==> src/hdl/rhd_pkg.sv <==
// Shared constants, codes and types for the rod heat diffusion step block.
// Depends on nothing; the design files refer to it by scoped names, the testbench imports it.

package rhd_pkg;

   // Storage size of the rod and the widths that follow from it.
   localparam int MAX_POINTS = 128;
   localparam int ADDR_W     = $clog2(MAX_POINTS);
   localparam int CNT_W      = $clog2(MAX_POINTS + 1);
   localparam int MIN_POINTS = 3;

   // Fixed field widths.
   localparam int OP_W      = 2;
   localparam int IDX_W     = 7;
   localparam int GAIN_W    = 16;
   localparam int TEMP_W    = 19;
   localparam int POINTS_W  = 8;
   localparam int CSR_IDX_W = 2;

   // Datapath widths of one interior update.
   localparam int LAP_W  = TEMP_W + 2;
   localparam int PROD_W = LAP_W + GAIN_W + 1;
   localparam int FRAC_W = 16;
   localparam int INC_W  = PROD_W - FRAC_W;
   localparam int SUM_W  = INC_W + 1;

   localparam logic signed [PROD_W-1:0] ROUND_BIAS = PROD_W'(2 ** (FRAC_W - 1));

   localparam logic signed [TEMP_W-1:0] TEMP_MAX = {1'b0, {(TEMP_W - 1){1'b1}}};
   localparam logic signed [TEMP_W-1:0] TEMP_MIN = {1'b1, {(TEMP_W - 1){1'b0}}};

   // Register reset values.
   localparam logic [POINTS_W-1:0]      POINTS_RESET  = POINTS_W'(100);
   localparam logic signed [TEMP_W-1:0] SOURCE_RESET  = TEMP_W'(6400);
   localparam logic signed [TEMP_W-1:0] AMBIENT_RESET = TEMP_W'(1280);

   // Operation codes.
   localparam logic [OP_W-1:0] OP_REINIT  = 2'd0;
   localparam logic [OP_W-1:0] OP_ADVANCE = 2'd1;
   localparam logic [OP_W-1:0] OP_READ    = 2'd2;
   localparam logic [OP_W-1:0] OP_UNUSED  = 2'd3;

   // Configuration register indexes.
   localparam logic [CSR_IDX_W-1:0] CSR_POINTS  = 2'd0;
   localparam logic [CSR_IDX_W-1:0] CSR_SOURCE  = 2'd1;
   localparam logic [CSR_IDX_W-1:0] CSR_AMBIENT = 2'd2;

   typedef enum logic [2:0] {
      ST_IDLE,
      ST_SWEEP,
      ST_DRAIN,
      ST_EDGE_SRC,
      ST_EDGE_AMB,
      ST_READ
   } seq_state_type;

endpackage

==> src/hdl/rhd_ram.sv <==
// Generic simple dual-port RAM: one write port, one read port with registered data.
// Self-contained; holds the rod temperatures of the diffusion block.

module rhd_ram #(
   parameter int WIDTH = 8,
   parameter int DEPTH = 16
) (
   input  logic                     clock,
   input  logic                     wr_en,
   input  logic [$clog2(DEPTH)-1:0] wr_addr,
   input  logic [WIDTH-1:0]         wr_data,
   input  logic                     rd_en,
   input  logic [$clog2(DEPTH)-1:0] rd_addr,
   output logic [WIDTH-1:0]         rd_data
);

   logic [WIDTH-1:0] mem_ff [DEPTH];

   always_ff @(posedge clock) begin
      if (wr_en) begin
         mem_ff[wr_addr] <= wr_data;
      end
      if (rd_en) begin
         rd_data <= mem_ff[rd_addr];
      end
   end

endmodule

==> src/hdl/rod_heat_diffusion_step.sv <==
// Rod heat diffusion step: keeps a rod of up to 128 temperatures in a RAM and applies one
// explicit three-point diffusion step per advance transfer. A reinit transfer ends as it is
// accepted, a read transfer when its result is loaded (after any wait for the result channel),
// and in an advance transfer over n simulated points the sweep reads each of the n points once
// through the single RAM read port, and one shared multiply pipeline updates one interior
// point per cycle behind it, followed by two boundary writes. The input channel is not ready
// while an item is at work. After reset the rod reads as source at point 0 and ambient
// elsewhere at once; per-point valid flags supply these values until a point is written.

module rod_heat_diffusion_step (
   input  logic                                 clock,
   input  logic                                 reset,
   input  logic                                 req_valid,
   output logic                                 req_ready,
   input  logic [rhd_pkg::OP_W-1:0]             req_operation,
   input  logic [rhd_pkg::IDX_W-1:0]            req_point_index,
   input  logic [rhd_pkg::GAIN_W-1:0]           req_step_gain,
   output logic                                 rsp_valid,
   input  logic                                 rsp_ready,
   output logic signed [rhd_pkg::TEMP_W-1:0]    rsp_temperature,
   input  logic                                 csr_valid,
   output logic                                 csr_ready,
   input  logic [rhd_pkg::CSR_IDX_W-1:0]        csr_index,
   input  logic [rhd_pkg::TEMP_W-1:0]           csr_data
);

   localparam int ADDR_W = rhd_pkg::ADDR_W;
   localparam int CNT_W  = rhd_pkg::CNT_W;
   localparam int TEMP_W = rhd_pkg::TEMP_W;
   localparam int LAP_W  = rhd_pkg::LAP_W;
   localparam int PROD_W = rhd_pkg::PROD_W;
   localparam int INC_W  = rhd_pkg::INC_W;
   localparam int SUM_W  = rhd_pkg::SUM_W;

   // Sequencer.
   rhd_pkg::seq_state_type state_ff, state_in;

   // Configuration registers.
   logic [rhd_pkg::POINTS_W-1:0] points_ff;
   logic signed [TEMP_W-1:0]     source_ff;
   logic signed [TEMP_W-1:0]     ambient_ff;

   // Values that unwritten points read as; captured at reset and at each reinit.
   logic signed [TEMP_W-1:0]     init_src_ff;
   logic signed [TEMP_W-1:0]     init_amb_ff;
   logic [rhd_pkg::MAX_POINTS-1:0] pt_valid_ff;

   // Per-item parameters and the sweep counter.
   logic [CNT_W-1:0]             n_ff;
   logic [CNT_W-1:0]             n_in;
   logic [rhd_pkg::GAIN_W-1:0]   gain_ff;
   logic [ADDR_W-1:0]            rd_cnt_ff, rd_cnt_in;

   // RAM ports.
   logic                         rd_en;
   logic [ADDR_W-1:0]            rd_addr;
   logic [TEMP_W-1:0]            ram_q;
   logic                         wr_en;
   logic [ADDR_W-1:0]            wr_addr;
   logic signed [TEMP_W-1:0]     wr_data;

   // Sequencer outputs.
   logic                         sweep_rd;
   logic                         edge_wr;
   logic [ADDR_W-1:0]            edge_addr;
   logic signed [TEMP_W-1:0]     edge_data;
   logic                         rsp_load;
   logic                         pipe_busy;

   // Read tag stage, aligned with the RAM read data.
   logic                         s0_adv_ff;
   logic [ADDR_W-1:0]            s0_addr_ff;
   logic                         s0_vld_ff;
   logic                         s0_oob_ff;
   logic signed [TEMP_W-1:0]     rd_value;

   // Three-point window and the update pipeline.
   logic signed [TEMP_W-1:0]     w_l_ff, w_c_ff, w_r_ff;
   logic                         s1_v_ff;
   logic [ADDR_W-1:0]            s1_addr_ff;
   logic signed [LAP_W-1:0]      lap_ff;
   logic signed [TEMP_W-1:0]     c2_ff;
   logic                         s2_v_ff;
   logic [ADDR_W-1:0]            s2_addr_ff;
   logic signed [PROD_W-1:0]     prod_ff;
   logic signed [TEMP_W-1:0]     c3_ff;
   logic                         s3_v_ff;
   logic [ADDR_W-1:0]            s3_addr_ff;
   logic signed [PROD_W-1:0]     rnd;
   logic signed [INC_W-1:0]      inc_ff;
   logic signed [TEMP_W-1:0]     c4_ff;
   logic                         s4_v_ff;
   logic [ADDR_W-1:0]            s4_addr_ff;
   logic signed [SUM_W-1:0]      sum;
   logic signed [TEMP_W-1:0]     upd_value;

   // Result register.
   logic                         rsp_valid_ff;
   logic signed [TEMP_W-1:0]     rsp_temp_ff;

   logic                         req_fire;

   assign req_fire  = req_valid && req_ready;
   assign csr_ready = 1'b1;
   assign rsp_valid = rsp_valid_ff;
   assign rsp_temperature = rsp_temp_ff;

   // The simulated length is clamped to the legal range when an advance is accepted.
   always_comb begin
      if (points_ff < rhd_pkg::POINTS_W'(rhd_pkg::MIN_POINTS)) begin
         n_in = CNT_W'(rhd_pkg::MIN_POINTS);
      end else if (32'(points_ff) > 32'(rhd_pkg::MAX_POINTS)) begin
         n_in = CNT_W'(rhd_pkg::MAX_POINTS);
      end else begin
         n_in = CNT_W'(points_ff);
      end
   end

   assign pipe_busy = s0_adv_ff || s1_v_ff || s2_v_ff || s3_v_ff || s4_v_ff;

   // Next-state logic of the sequencer.
   always_comb begin
      state_in = state_ff;
      unique case (state_ff)
         rhd_pkg::ST_IDLE: begin
            if (req_valid) begin
               unique case (req_operation)
                  rhd_pkg::OP_ADVANCE: state_in = rhd_pkg::ST_SWEEP;
                  rhd_pkg::OP_READ:    state_in = rhd_pkg::ST_READ;
                  rhd_pkg::OP_REINIT:  state_in = rhd_pkg::ST_IDLE;
                  rhd_pkg::OP_UNUSED:  state_in = rhd_pkg::ST_IDLE;
               endcase
            end
         end
         rhd_pkg::ST_SWEEP: begin
            if (rd_cnt_ff == ADDR_W'(n_ff - CNT_W'(1))) begin
               state_in = rhd_pkg::ST_DRAIN;
            end
         end
         rhd_pkg::ST_DRAIN: begin
            if (!pipe_busy) begin
               state_in = rhd_pkg::ST_EDGE_SRC;
            end
         end
         rhd_pkg::ST_EDGE_SRC: state_in = rhd_pkg::ST_EDGE_AMB;
         rhd_pkg::ST_EDGE_AMB: state_in = rhd_pkg::ST_IDLE;
         rhd_pkg::ST_READ: begin
            if (rsp_load) begin
               state_in = rhd_pkg::ST_IDLE;
            end
         end
         default: state_in = rhd_pkg::ST_IDLE;
      endcase
   end

   // Output logic of the sequencer.
   always_comb begin
      req_ready = 1'b0;
      rd_en     = 1'b0;
      rd_addr   = rd_cnt_ff;
      sweep_rd  = 1'b0;
      edge_wr   = 1'b0;
      edge_addr = '0;
      edge_data = source_ff;
      rsp_load  = 1'b0;
      rd_cnt_in = rd_cnt_ff;
      unique case (state_ff)
         rhd_pkg::ST_IDLE: begin
            // A read is issued in the cycle it is accepted; the sweep restarts at point 0.
            req_ready = 1'b1;
            rd_en     = req_valid && (req_operation == rhd_pkg::OP_READ);
            rd_addr   = ADDR_W'(req_point_index);
            rd_cnt_in = '0;
         end
         rhd_pkg::ST_SWEEP: begin
            rd_en     = 1'b1;
            sweep_rd  = 1'b1;
            rd_cnt_in = rd_cnt_ff + ADDR_W'(1);
         end
         rhd_pkg::ST_DRAIN: begin
            rd_en = 1'b0;
         end
         rhd_pkg::ST_EDGE_SRC: begin
            edge_wr   = 1'b1;
            edge_addr = '0;
            edge_data = source_ff;
         end
         rhd_pkg::ST_EDGE_AMB: begin
            edge_wr   = 1'b1;
            edge_addr = ADDR_W'(n_ff - CNT_W'(1));
            edge_data = ambient_ff;
         end
         rhd_pkg::ST_READ: begin
            rsp_load = !rsp_valid_ff || rsp_ready;
         end
         default: begin
            rd_en = 1'b0;
         end
      endcase
   end

   // A point never written since the last reinit reads as the value the rod was loaded with.
   always_comb begin
      if (s0_oob_ff) begin
         rd_value = '0;
      end else if (s0_vld_ff) begin
         rd_value = $signed(ram_q);
      end else if (s0_addr_ff == '0) begin
         rd_value = init_src_ff;
      end else begin
         rd_value = init_amb_ff;
      end
   end

   // Rounding to nearest, half up, then saturation of the updated point.
   assign rnd = prod_ff + rhd_pkg::ROUND_BIAS;
   assign sum = SUM_W'(c4_ff) + SUM_W'(inc_ff);

   always_comb begin
      if (sum > SUM_W'(rhd_pkg::TEMP_MAX)) begin
         upd_value = rhd_pkg::TEMP_MAX;
      end else if (sum < SUM_W'(rhd_pkg::TEMP_MIN)) begin
         upd_value = rhd_pkg::TEMP_MIN;
      end else begin
         upd_value = TEMP_W'(sum);
      end
   end

   // Interior updates and boundary writes never overlap: the boundaries follow the drain.
   assign wr_en   = s4_v_ff || edge_wr;
   assign wr_addr = s4_v_ff ? s4_addr_ff : edge_addr;
   assign wr_data = s4_v_ff ? upd_value : edge_data;

   rhd_ram #(
      .WIDTH(TEMP_W),
      .DEPTH(rhd_pkg::MAX_POINTS)
   ) u_rod_ram (
      .clock  (clock),
      .wr_en  (wr_en),
      .wr_addr(wr_addr),
      .wr_data(wr_data),
      .rd_en  (rd_en),
      .rd_addr(rd_addr),
      .rd_data(ram_q)
   );

   // Control state.
   always_ff @(posedge clock) begin
      if (reset) begin
         state_ff     <= rhd_pkg::ST_IDLE;
         points_ff    <= rhd_pkg::POINTS_RESET;
         source_ff    <= rhd_pkg::SOURCE_RESET;
         ambient_ff   <= rhd_pkg::AMBIENT_RESET;
         init_src_ff  <= rhd_pkg::SOURCE_RESET;
         init_amb_ff  <= rhd_pkg::AMBIENT_RESET;
         pt_valid_ff  <= '0;
         rd_cnt_ff    <= '0;
         s0_adv_ff    <= 1'b0;
         s1_v_ff      <= 1'b0;
         s2_v_ff      <= 1'b0;
         s3_v_ff      <= 1'b0;
         s4_v_ff      <= 1'b0;
         rsp_valid_ff <= 1'b0;
      end else begin
         state_ff  <= state_in;
         rd_cnt_ff <= rd_cnt_in;

         if (csr_valid && csr_ready) begin
            unique case (csr_index)
               rhd_pkg::CSR_POINTS:  points_ff  <= csr_data[rhd_pkg::POINTS_W-1:0];
               rhd_pkg::CSR_SOURCE:  source_ff  <= $signed(csr_data);
               rhd_pkg::CSR_AMBIENT: ambient_ff <= $signed(csr_data);
               default: ;
            endcase
         end

         // A reinit reloads the whole rod at once by dropping every written flag.
         if (req_fire && (req_operation == rhd_pkg::OP_REINIT)) begin
            init_src_ff <= source_ff;
            init_amb_ff <= ambient_ff;
            pt_valid_ff <= '0;
         end else if (wr_en) begin
            pt_valid_ff[wr_addr] <= 1'b1;
         end

         s0_adv_ff <= sweep_rd;
         s1_v_ff   <= s0_adv_ff && (s0_addr_ff >= ADDR_W'(2));
         s2_v_ff   <= s1_v_ff;
         s3_v_ff   <= s2_v_ff;
         s4_v_ff   <= s3_v_ff;

         if (rsp_load) begin
            rsp_valid_ff <= 1'b1;
         end else if (rsp_ready) begin
            rsp_valid_ff <= 1'b0;
         end
      end
   end

   // Payload registers.
   always_ff @(posedge clock) begin
      if (req_fire && (req_operation == rhd_pkg::OP_ADVANCE)) begin
         n_ff    <= n_in;
         gain_ff <= req_step_gain;
      end

      if (rd_en) begin
         s0_addr_ff <= rd_addr;
         s0_vld_ff  <= pt_valid_ff[rd_addr];
         s0_oob_ff  <= !sweep_rd && (32'(req_point_index) >= 32'(rhd_pkg::MAX_POINTS));
      end

      // The window slides by one point for each value the sweep returns.
      if (s0_adv_ff) begin
         w_l_ff <= w_c_ff;
         w_c_ff <= w_r_ff;
         w_r_ff <= rd_value;
      end
      s1_addr_ff <= s0_addr_ff - ADDR_W'(1);

      lap_ff     <= LAP_W'(w_r_ff) + LAP_W'(w_l_ff) - (LAP_W'(w_c_ff) <<< 1);
      c2_ff      <= w_c_ff;
      s2_addr_ff <= s1_addr_ff;

      prod_ff    <= lap_ff * $signed({1'b0, gain_ff});
      c3_ff      <= c2_ff;
      s3_addr_ff <= s2_addr_ff;

      inc_ff     <= $signed(rnd[rhd_pkg::FRAC_W +: INC_W]);
      c4_ff      <= c3_ff;
      s4_addr_ff <= s3_addr_ff;

      if (rsp_load) begin
         rsp_temp_ff <= rd_value;
      end
   end

endmodule

==> config.mk <==
export PLATFORM = sky130hd
export DESIGN_NAME = rod_heat_diffusion_step
export DESIGN_NICKNAME = d
export VERILOG_FILES = /design/src/hdl/rhd_pkg.sv /design/src/hdl/rhd_ram.sv /design/src/hdl/rod_heat_diffusion_step.sv
export SDC_FILE = /design/constraint.sdc
export NUM_CORES = 2
export LEC_CHECK = 0
export BUFFER_PORTS_ARGS = -buffer_cell sky130_fd_sc_hd__buf_2
export CORE_ASPECT_RATIO = 0.9
export CORE_UTILIZATION = 39
export CTS_CLUSTER_SIZE = 20
export DETAILED_ROUTE_END_ITERATION = 16
export PLACE_DENSITY = 0.64
export SLEW_MARGIN = 10
export SYNTH_ARGS = -nofsm -noshare
export SYNTH_HDL_FRONTEND = slang
export SYNTH_SLANG_ARGS = --single-unit
==> constraint.sdc <==
create_clock -name clock -period 14.3 [get_ports clock]
set_input_delay 2.86 -clock clock [delete_from_list [all_inputs] [get_ports clock]]
set_output_delay 2.86 -clock clock [all_outputs]
set_load 0.05 [all_outputs]
### After elaboration in Yosys (flattened, before gate mapping)

Memories as Yosys holds them, arrays and structs flattened. A register that Yosys moved wholly into a read port is not among the register bits.
Cells that the tools add are included.

* output and inout port bits: 22
* bits in read-only memories: 0
* RAM bits: 2432
* latch bits: 0
* register bits: 501
* input port bits: 51
* logic and storage cells: 123
* memories: 1

* multiply operators: 1
* $lt $le $gt $ge: 8
* muxes and demuxes: 30
* $add $sub $neg: 7
* div/mod/pow operators: 0
* reductions and logical operators: 27
* shift-type cells: 0
* bitwise gates (word level): 1
* equality and inequality tests: 15

Memories
* u_rod_ram.mem_ff: depth 128, bits a word 19, read ports 1, clocked after Yosys merged registers in 1, write ports 1, line rhd_ram.sv:17 `logic [WIDTH-1:0] mem_ff [DEPTH];`

Operators by type and width (count)
* 128-bit OR: 1
* 19-bit 2-to-1 mux: 6
* 38-bit by 17-bit adder with 38-bit output, second input constant: 1
* 21-bit by 17-bit multiplier with 38-bit output: 1
* 19-bit by 22-bit adder with 23-bit output: 1
* 23-bit by 19-bit greater-than comparator with 1-bit output, second input constant: 1
* 23-bit by 19-bit < comparator with 1-bit output, second input constant: 1
* 7-bit 2-to-1 mux: 3
* 20-bit by 20-bit subtractor with 21-bit output: 1
* 19-bit by 19-bit adder with 20-bit output: 1
* 7-bit by 8-bit < comparator with 1-bit output, second input constant: 2
* 3-bit case mux with 5 select lines: 1
* 7-bit case mux with 2 select lines: 1
* 7-bit by 1-bit subtractor with 7-bit output, second input constant: 2
* 3-bit 2-to-1 mux: 4
* 1-bit 2-to-1 mux: 10
* 3-bit case mux with 3 select lines: 1
* 8-bit greater-than comparator, second input constant: 1
* 8-bit by 2-bit < comparator with 1-bit output, second input constant: 1
* 2-bit inequality test, second input constant: 4
* 2-bit OR reduction: 4
* 7-bit by 1-bit adder with 7-bit output, second input constant: 1
* 1-bit binary-select mux with 7-bit select: 1
* 1-bit demux with 7-bit select: 1
* other kinds (19): 38

### Depth between registers and ports, before layout

* depth after elaboration: 8
* mapped depth: 25
* mapped depth without buffers: 24

### Modules after synthesis

Synthesis repeated with hierarchy kept, for this count alone.

* cells, all modules: 7035
* area, all modules: 124934.8 sq um

Modules (own cells, without submodules)
* rhd_ram: area an instance 93328.3 sq um, cells an instance 3631, instances 1
* rod_heat_diffusion_step: area an instance 31606.6 sq um, cells an instance 3404, instances 1

### Worst setup path after synthesis

Ideal clock, no wire load.

* kind: register to register
* start: register inc_ff[5]
* end: memory u_rod_ram.mem_ff[0][10] in the netlist's numbering (data pin)
* library setup time: 1794 ps
* stages on the path, launching flop included: 11
* arrival time: 10866 ps
* slack: 1639 ps
* buffers on the path: 0
* clock period less this slack: 12661 ps
* cell sequence: dfxtp_1 > ha_1 > or2_2 > o311ai_0 > o31ai_1 > a2111oi_0 > o31ai_1 > xor2_1 > and4_1 > a21oi_1 > o311ai_0

* cells in the longest elaborated chain, start to end: 5

RTL lines
* start, declared: line rod_heat_diffusion_step.sv:90 `logic signed [INC_W-1:0] inc_ff;`
* start signal, assigned: line rod_heat_diffusion_step.sv:329 `inc_ff <= $signed(rnd[rhd_pkg::FRAC_W +: INC_W]);`
* 19-bit by 22-bit adder with 23-bit output (*): line rod_heat_diffusion_step.sv:217 `assign sum = SUM_W'(c4_ff) + SUM_W'(inc_ff);`
* 23-bit by 19-bit < comparator with 1-bit output: line rod_heat_diffusion_step.sv:222 `end else if (sum < SUM_W'(rhd_pkg::TEMP_MIN)) begin`
* 19-bit 2-to-1 mux: line rod_heat_diffusion_step.sv:222
* 19-bit 2-to-1 mux (*): line rod_heat_diffusion_step.sv:220 `if (sum > SUM_W'(rhd_pkg::TEMP_MAX)) begin`
* 19-bit 2-to-1 mux (*): line rod_heat_diffusion_step.sv:232 `assign wr_data = s4_v_ff ? upd_value : edge_data;`
* net u_rod_ram.wr_data[10]: line rhd_ram.sv:11 `input logic [WIDTH-1:0] wr_data,`
* end, declared: line rhd_ram.sv:17

Mark *: on every way through the listed nets, which the timed path passes. The rest lies on a longest branch.

### Worst setup path after layout

* start: input port req_point_index[1] in the netlist's numbering
* end: register u_rod_ram.rd_data[18] (read register of u_rod_ram.mem_ff) (data pin)

* cells in the longest elaborated chain, start to end: 1

RTL lines
* start, declared: line rod_heat_diffusion_step.sv:16 `input logic [rhd_pkg::IDX_W-1:0] req_point_index,`
* 7-bit 2-to-1 mux: line rod_heat_diffusion_step.sv:167 `unique case (state_ff)`
* end, declared: line rhd_ram.sv:14 `output logic [WIDTH-1:0] rd_data`

No other way between the ends.
A chain may end at the register's enable or synchronous reset.

==> summary.txt <==
Setup path
  • Max Fanout on Critical Path: 75
  • Crit Path Class: in2reg
  • WP data required: 14.98 ns
  • Critical path startpoint category: input port
  • Worst setup EP type: flip-flop
  • WP data arrival: 9.17 ns
  • Register-to-register setup slack: 7.20 ns

Timing
  • Slew HR: 3.44%
  • WHS: 0.323 ns
  • Max frequency: 118 MHz
  • Slew at the pin with the worst max-slew slack: 1.44 ns
  • Setup TNS: 0 ns
  • Final worst path period share: 59.4%
  • Clk_skew: 0.0752 ns
  • Shortest period the worst path allows: 8.49 ns
  • Slew Limit Fails: 0
  • RSZ-0062 raised after global routing: no
  • Endpoints failing setup: 0
  • Hold Violations, Final: 0

Outcome
  • Status: finished clean

Detailed routing
  • Routed Antenna Nets: 0
  • WL per Instance: 25.0 um
  • Via count: 85200
  • WL final: 372 mm
  • Router iterations before antenna repair: 8
  • Drc violations: 0
  • Initial DRC Count: 10700
  • Vias per cell: 5.72

Floorplan
  • Die Width: 607 um
  • Core region area: 0.327 sq mm
  • Die area: 0.331 sq mm
  • Die Y-Extent: 546 um
  • I/O pin cnt: 73
  • Initial core utilization: 39.2%
  • Num rows: 199

CTS
  • H-tree level count: 5
  • CTS Hold Bufs: 0
  • CTS tree: done
  • CTS clk-pin slew, worst paths: 0.06 ns
  • Root buffer cell: clkbuf_16
  • CTS Buf Count: 296
  • CTS Buffer Depth: 4
  • Latest clock arrival within the worst-skew pair: 0.89 ns
  • Clock sinks: 2937
  • # Post-CTS Setup Buffers: 0
  • Post-CTS Resized: 0

Job
  • Max cap viols: 0

Global routing
  • Vias in the first global route: 82200
  • Largest net degree at the start of global routing: 206
  • Tot GR Track Use: 22.0%
  • GRT overflow: 0
  • First-pass GRT wire length: 545 mm
  • Antenna violations before repair: 26

Synthesis
  • Synth top cells by count: 2668 x nand2_1, 2558 x edfxtp_1, 807 x nand3_1
  • Top FF cell, synth: edfxtp_1
  • Synth unique cells: 76
  • Post-synthesis sequential element count: 2937
  • Yosys top cell area share: 59.9%
  • Synth top area cells: edfxtp_1 60%, nand2_1 7.8%, dfxtp_1 5.9%, fa_1 5.5%, nand3_1 3.1%
  • Register area share after synthesis: 65.8%
  • Mapped Cells: 10400
  • Post-synth EDFFs: 2558
  • Area leader, netlist: edfxtp_1
  • Net Count, Synth: 10900
  • Yosys warning count: 0
  • Syn_area_per_cell: 12.4 sq um
  • Asr flop ratio synth: 0%
  • Synth Cell Area: 0.128 sq mm
  • Cell with the most instances after synthesis: nand2_1

Placement
  • Detail Placement HPWL: 219 mm
  • Number of port buffers: 71
  • GP Congestion: 0.856
  • Post-placement cell count: 14400

Layout
  • Ratio of cells with drive above 1 in the final layout: 8.56%
  • Final std cells w/o fill: 14900
  • Fillers: 29200
  • Area Growth Syn to Fin: 11.4%
  • Final #Nets: 10900

Worst hold path
  • Hold crit path type: reg2reg
## per-layer routing
layer	track usage [%]	vias to the layer above	share of wire, %
met5	0	-	0.040
met4	8.04	20	3.7
met3	5.07	705	11
met2	34.3	4535	46
met1	30.0	42800	40
li1	-	37100	-
## worst max-delay path: stages
cell      delay, ns
buf_2          0.09
or4b_2         0.63
buf_12         0.27
and2_4         0.38
inv_8          0.45
buf_4          0.66
buf_4          0.67
buf_4          0.70
nand2_1        0.13
nand3_1        0.11
nand3_1        0.09
nand3_1        0.31
nand3_1        0.34
a211oi_1       0.97
or4_1          0.25
## layout by cell type (no fill, tap or decap), types with 57 or more instances in the layout
| cell type | count |
|---|---|
| fa_1 | 353 |
| clkinv_1 | 57 |
| buf_2 | 71 |
| xnor2_1 | 63 |
| a311oi_1 | 422 |
| nor2_1 | 85 |
| edfxtp_1 | 2558 |
| nor3_1 | 67 |
| nor2_2 | 106 |
| and3_1 | 293 |
| a211oi_1 | 164 |
| dfxtp_1 | 378 |
| a21oi_1 | 199 |
| a31oi_1 | 100 |
| ha_1 | 144 |
| and2_1 | 135 |
| clkbuf_16 | 305 |
| clkbuf_1 | 78 |
| nand2_1 | 2668 |
| inv_1 | 496 |
| nand3_1 | 807 |
| o21a_1 | 145 |
| buf_4 | 245 |
| mux2i_1 | 87 |
| o21ai_0 | 58 |
## path summary, 6_finish.rpt
path                                 start                               to  depth (start not counted)
setup / recovery        req_point_index[1]  u_rod_ram.rd_data[18]$_DFFE_PP_                         15
setup reg to reg  state_ff[2]$_SDFFE_PP0P_  u_rod_ram.rd_data[18]$_DFFE_PP_                         14
hold / removal       s3_addr_ff[5]$_DFF_P_            s4_addr_ff[5]$_DFF_P_                          0
hold reg to reg      s3_addr_ff[5]$_DFF_P_            s4_addr_ff[5]$_DFF_P_                          0
## cell families (layout without fill, tap and decap cells)
group / Yosys count / count (layout) / synth area share (%)
mux: 101 / 101 / 0.887
fa+ha+maj: 497 / 497 / 6.91
compound gates: 1242 / 1242 / 7.21
xor+xnor: 95 / 95 / 0.649
other cells: 1 / 13 / 0.00292
buf+inv: 1158 / 1352 / 3.77
flops: 2937 / 2937 / 65.8
simple gates: 4343 / 4343 / 14.8
## sequential cells by signal, indices dropped and copies added (netlist names), 21 cells and up
register          flops
inc_ff               22
lap_ff               21
prod_ff              23
pt_valid_ff         128
u_rod_ram.mem_ff   2432
## area by class of cell
type	count	area, sq um	area share (%)
antenna	12	30.0	0.0210
clock buffer	397	8120	5.68
clock inverter	127	970	0.679
inverter	501	1920	1.34
multi-input combinational	6279	39600	27.7
sequential	2937	84400	59.1
tap	4321	5410	3.78
timing repair buffer	327	2410	1.69
## per-stage QoR
step | setup WS, ns | instance area, sq um | utilization [%]
after floorplan | 1.64 | 128000 | -
after global placement | 5.30 | 134000 | 40.9
after detailed placement | 5.28 | 134000 | 40.9
after CTS | 6.15 | 143000 | 43.7
after global routing | 5.77 | 143000 | 43.7
final | 5.81 | 143000 | 43.7
Power is left out: the tool's default activity adds up to more than one toggle a clock period on the data nets, which glitch-free logic cannot reach.
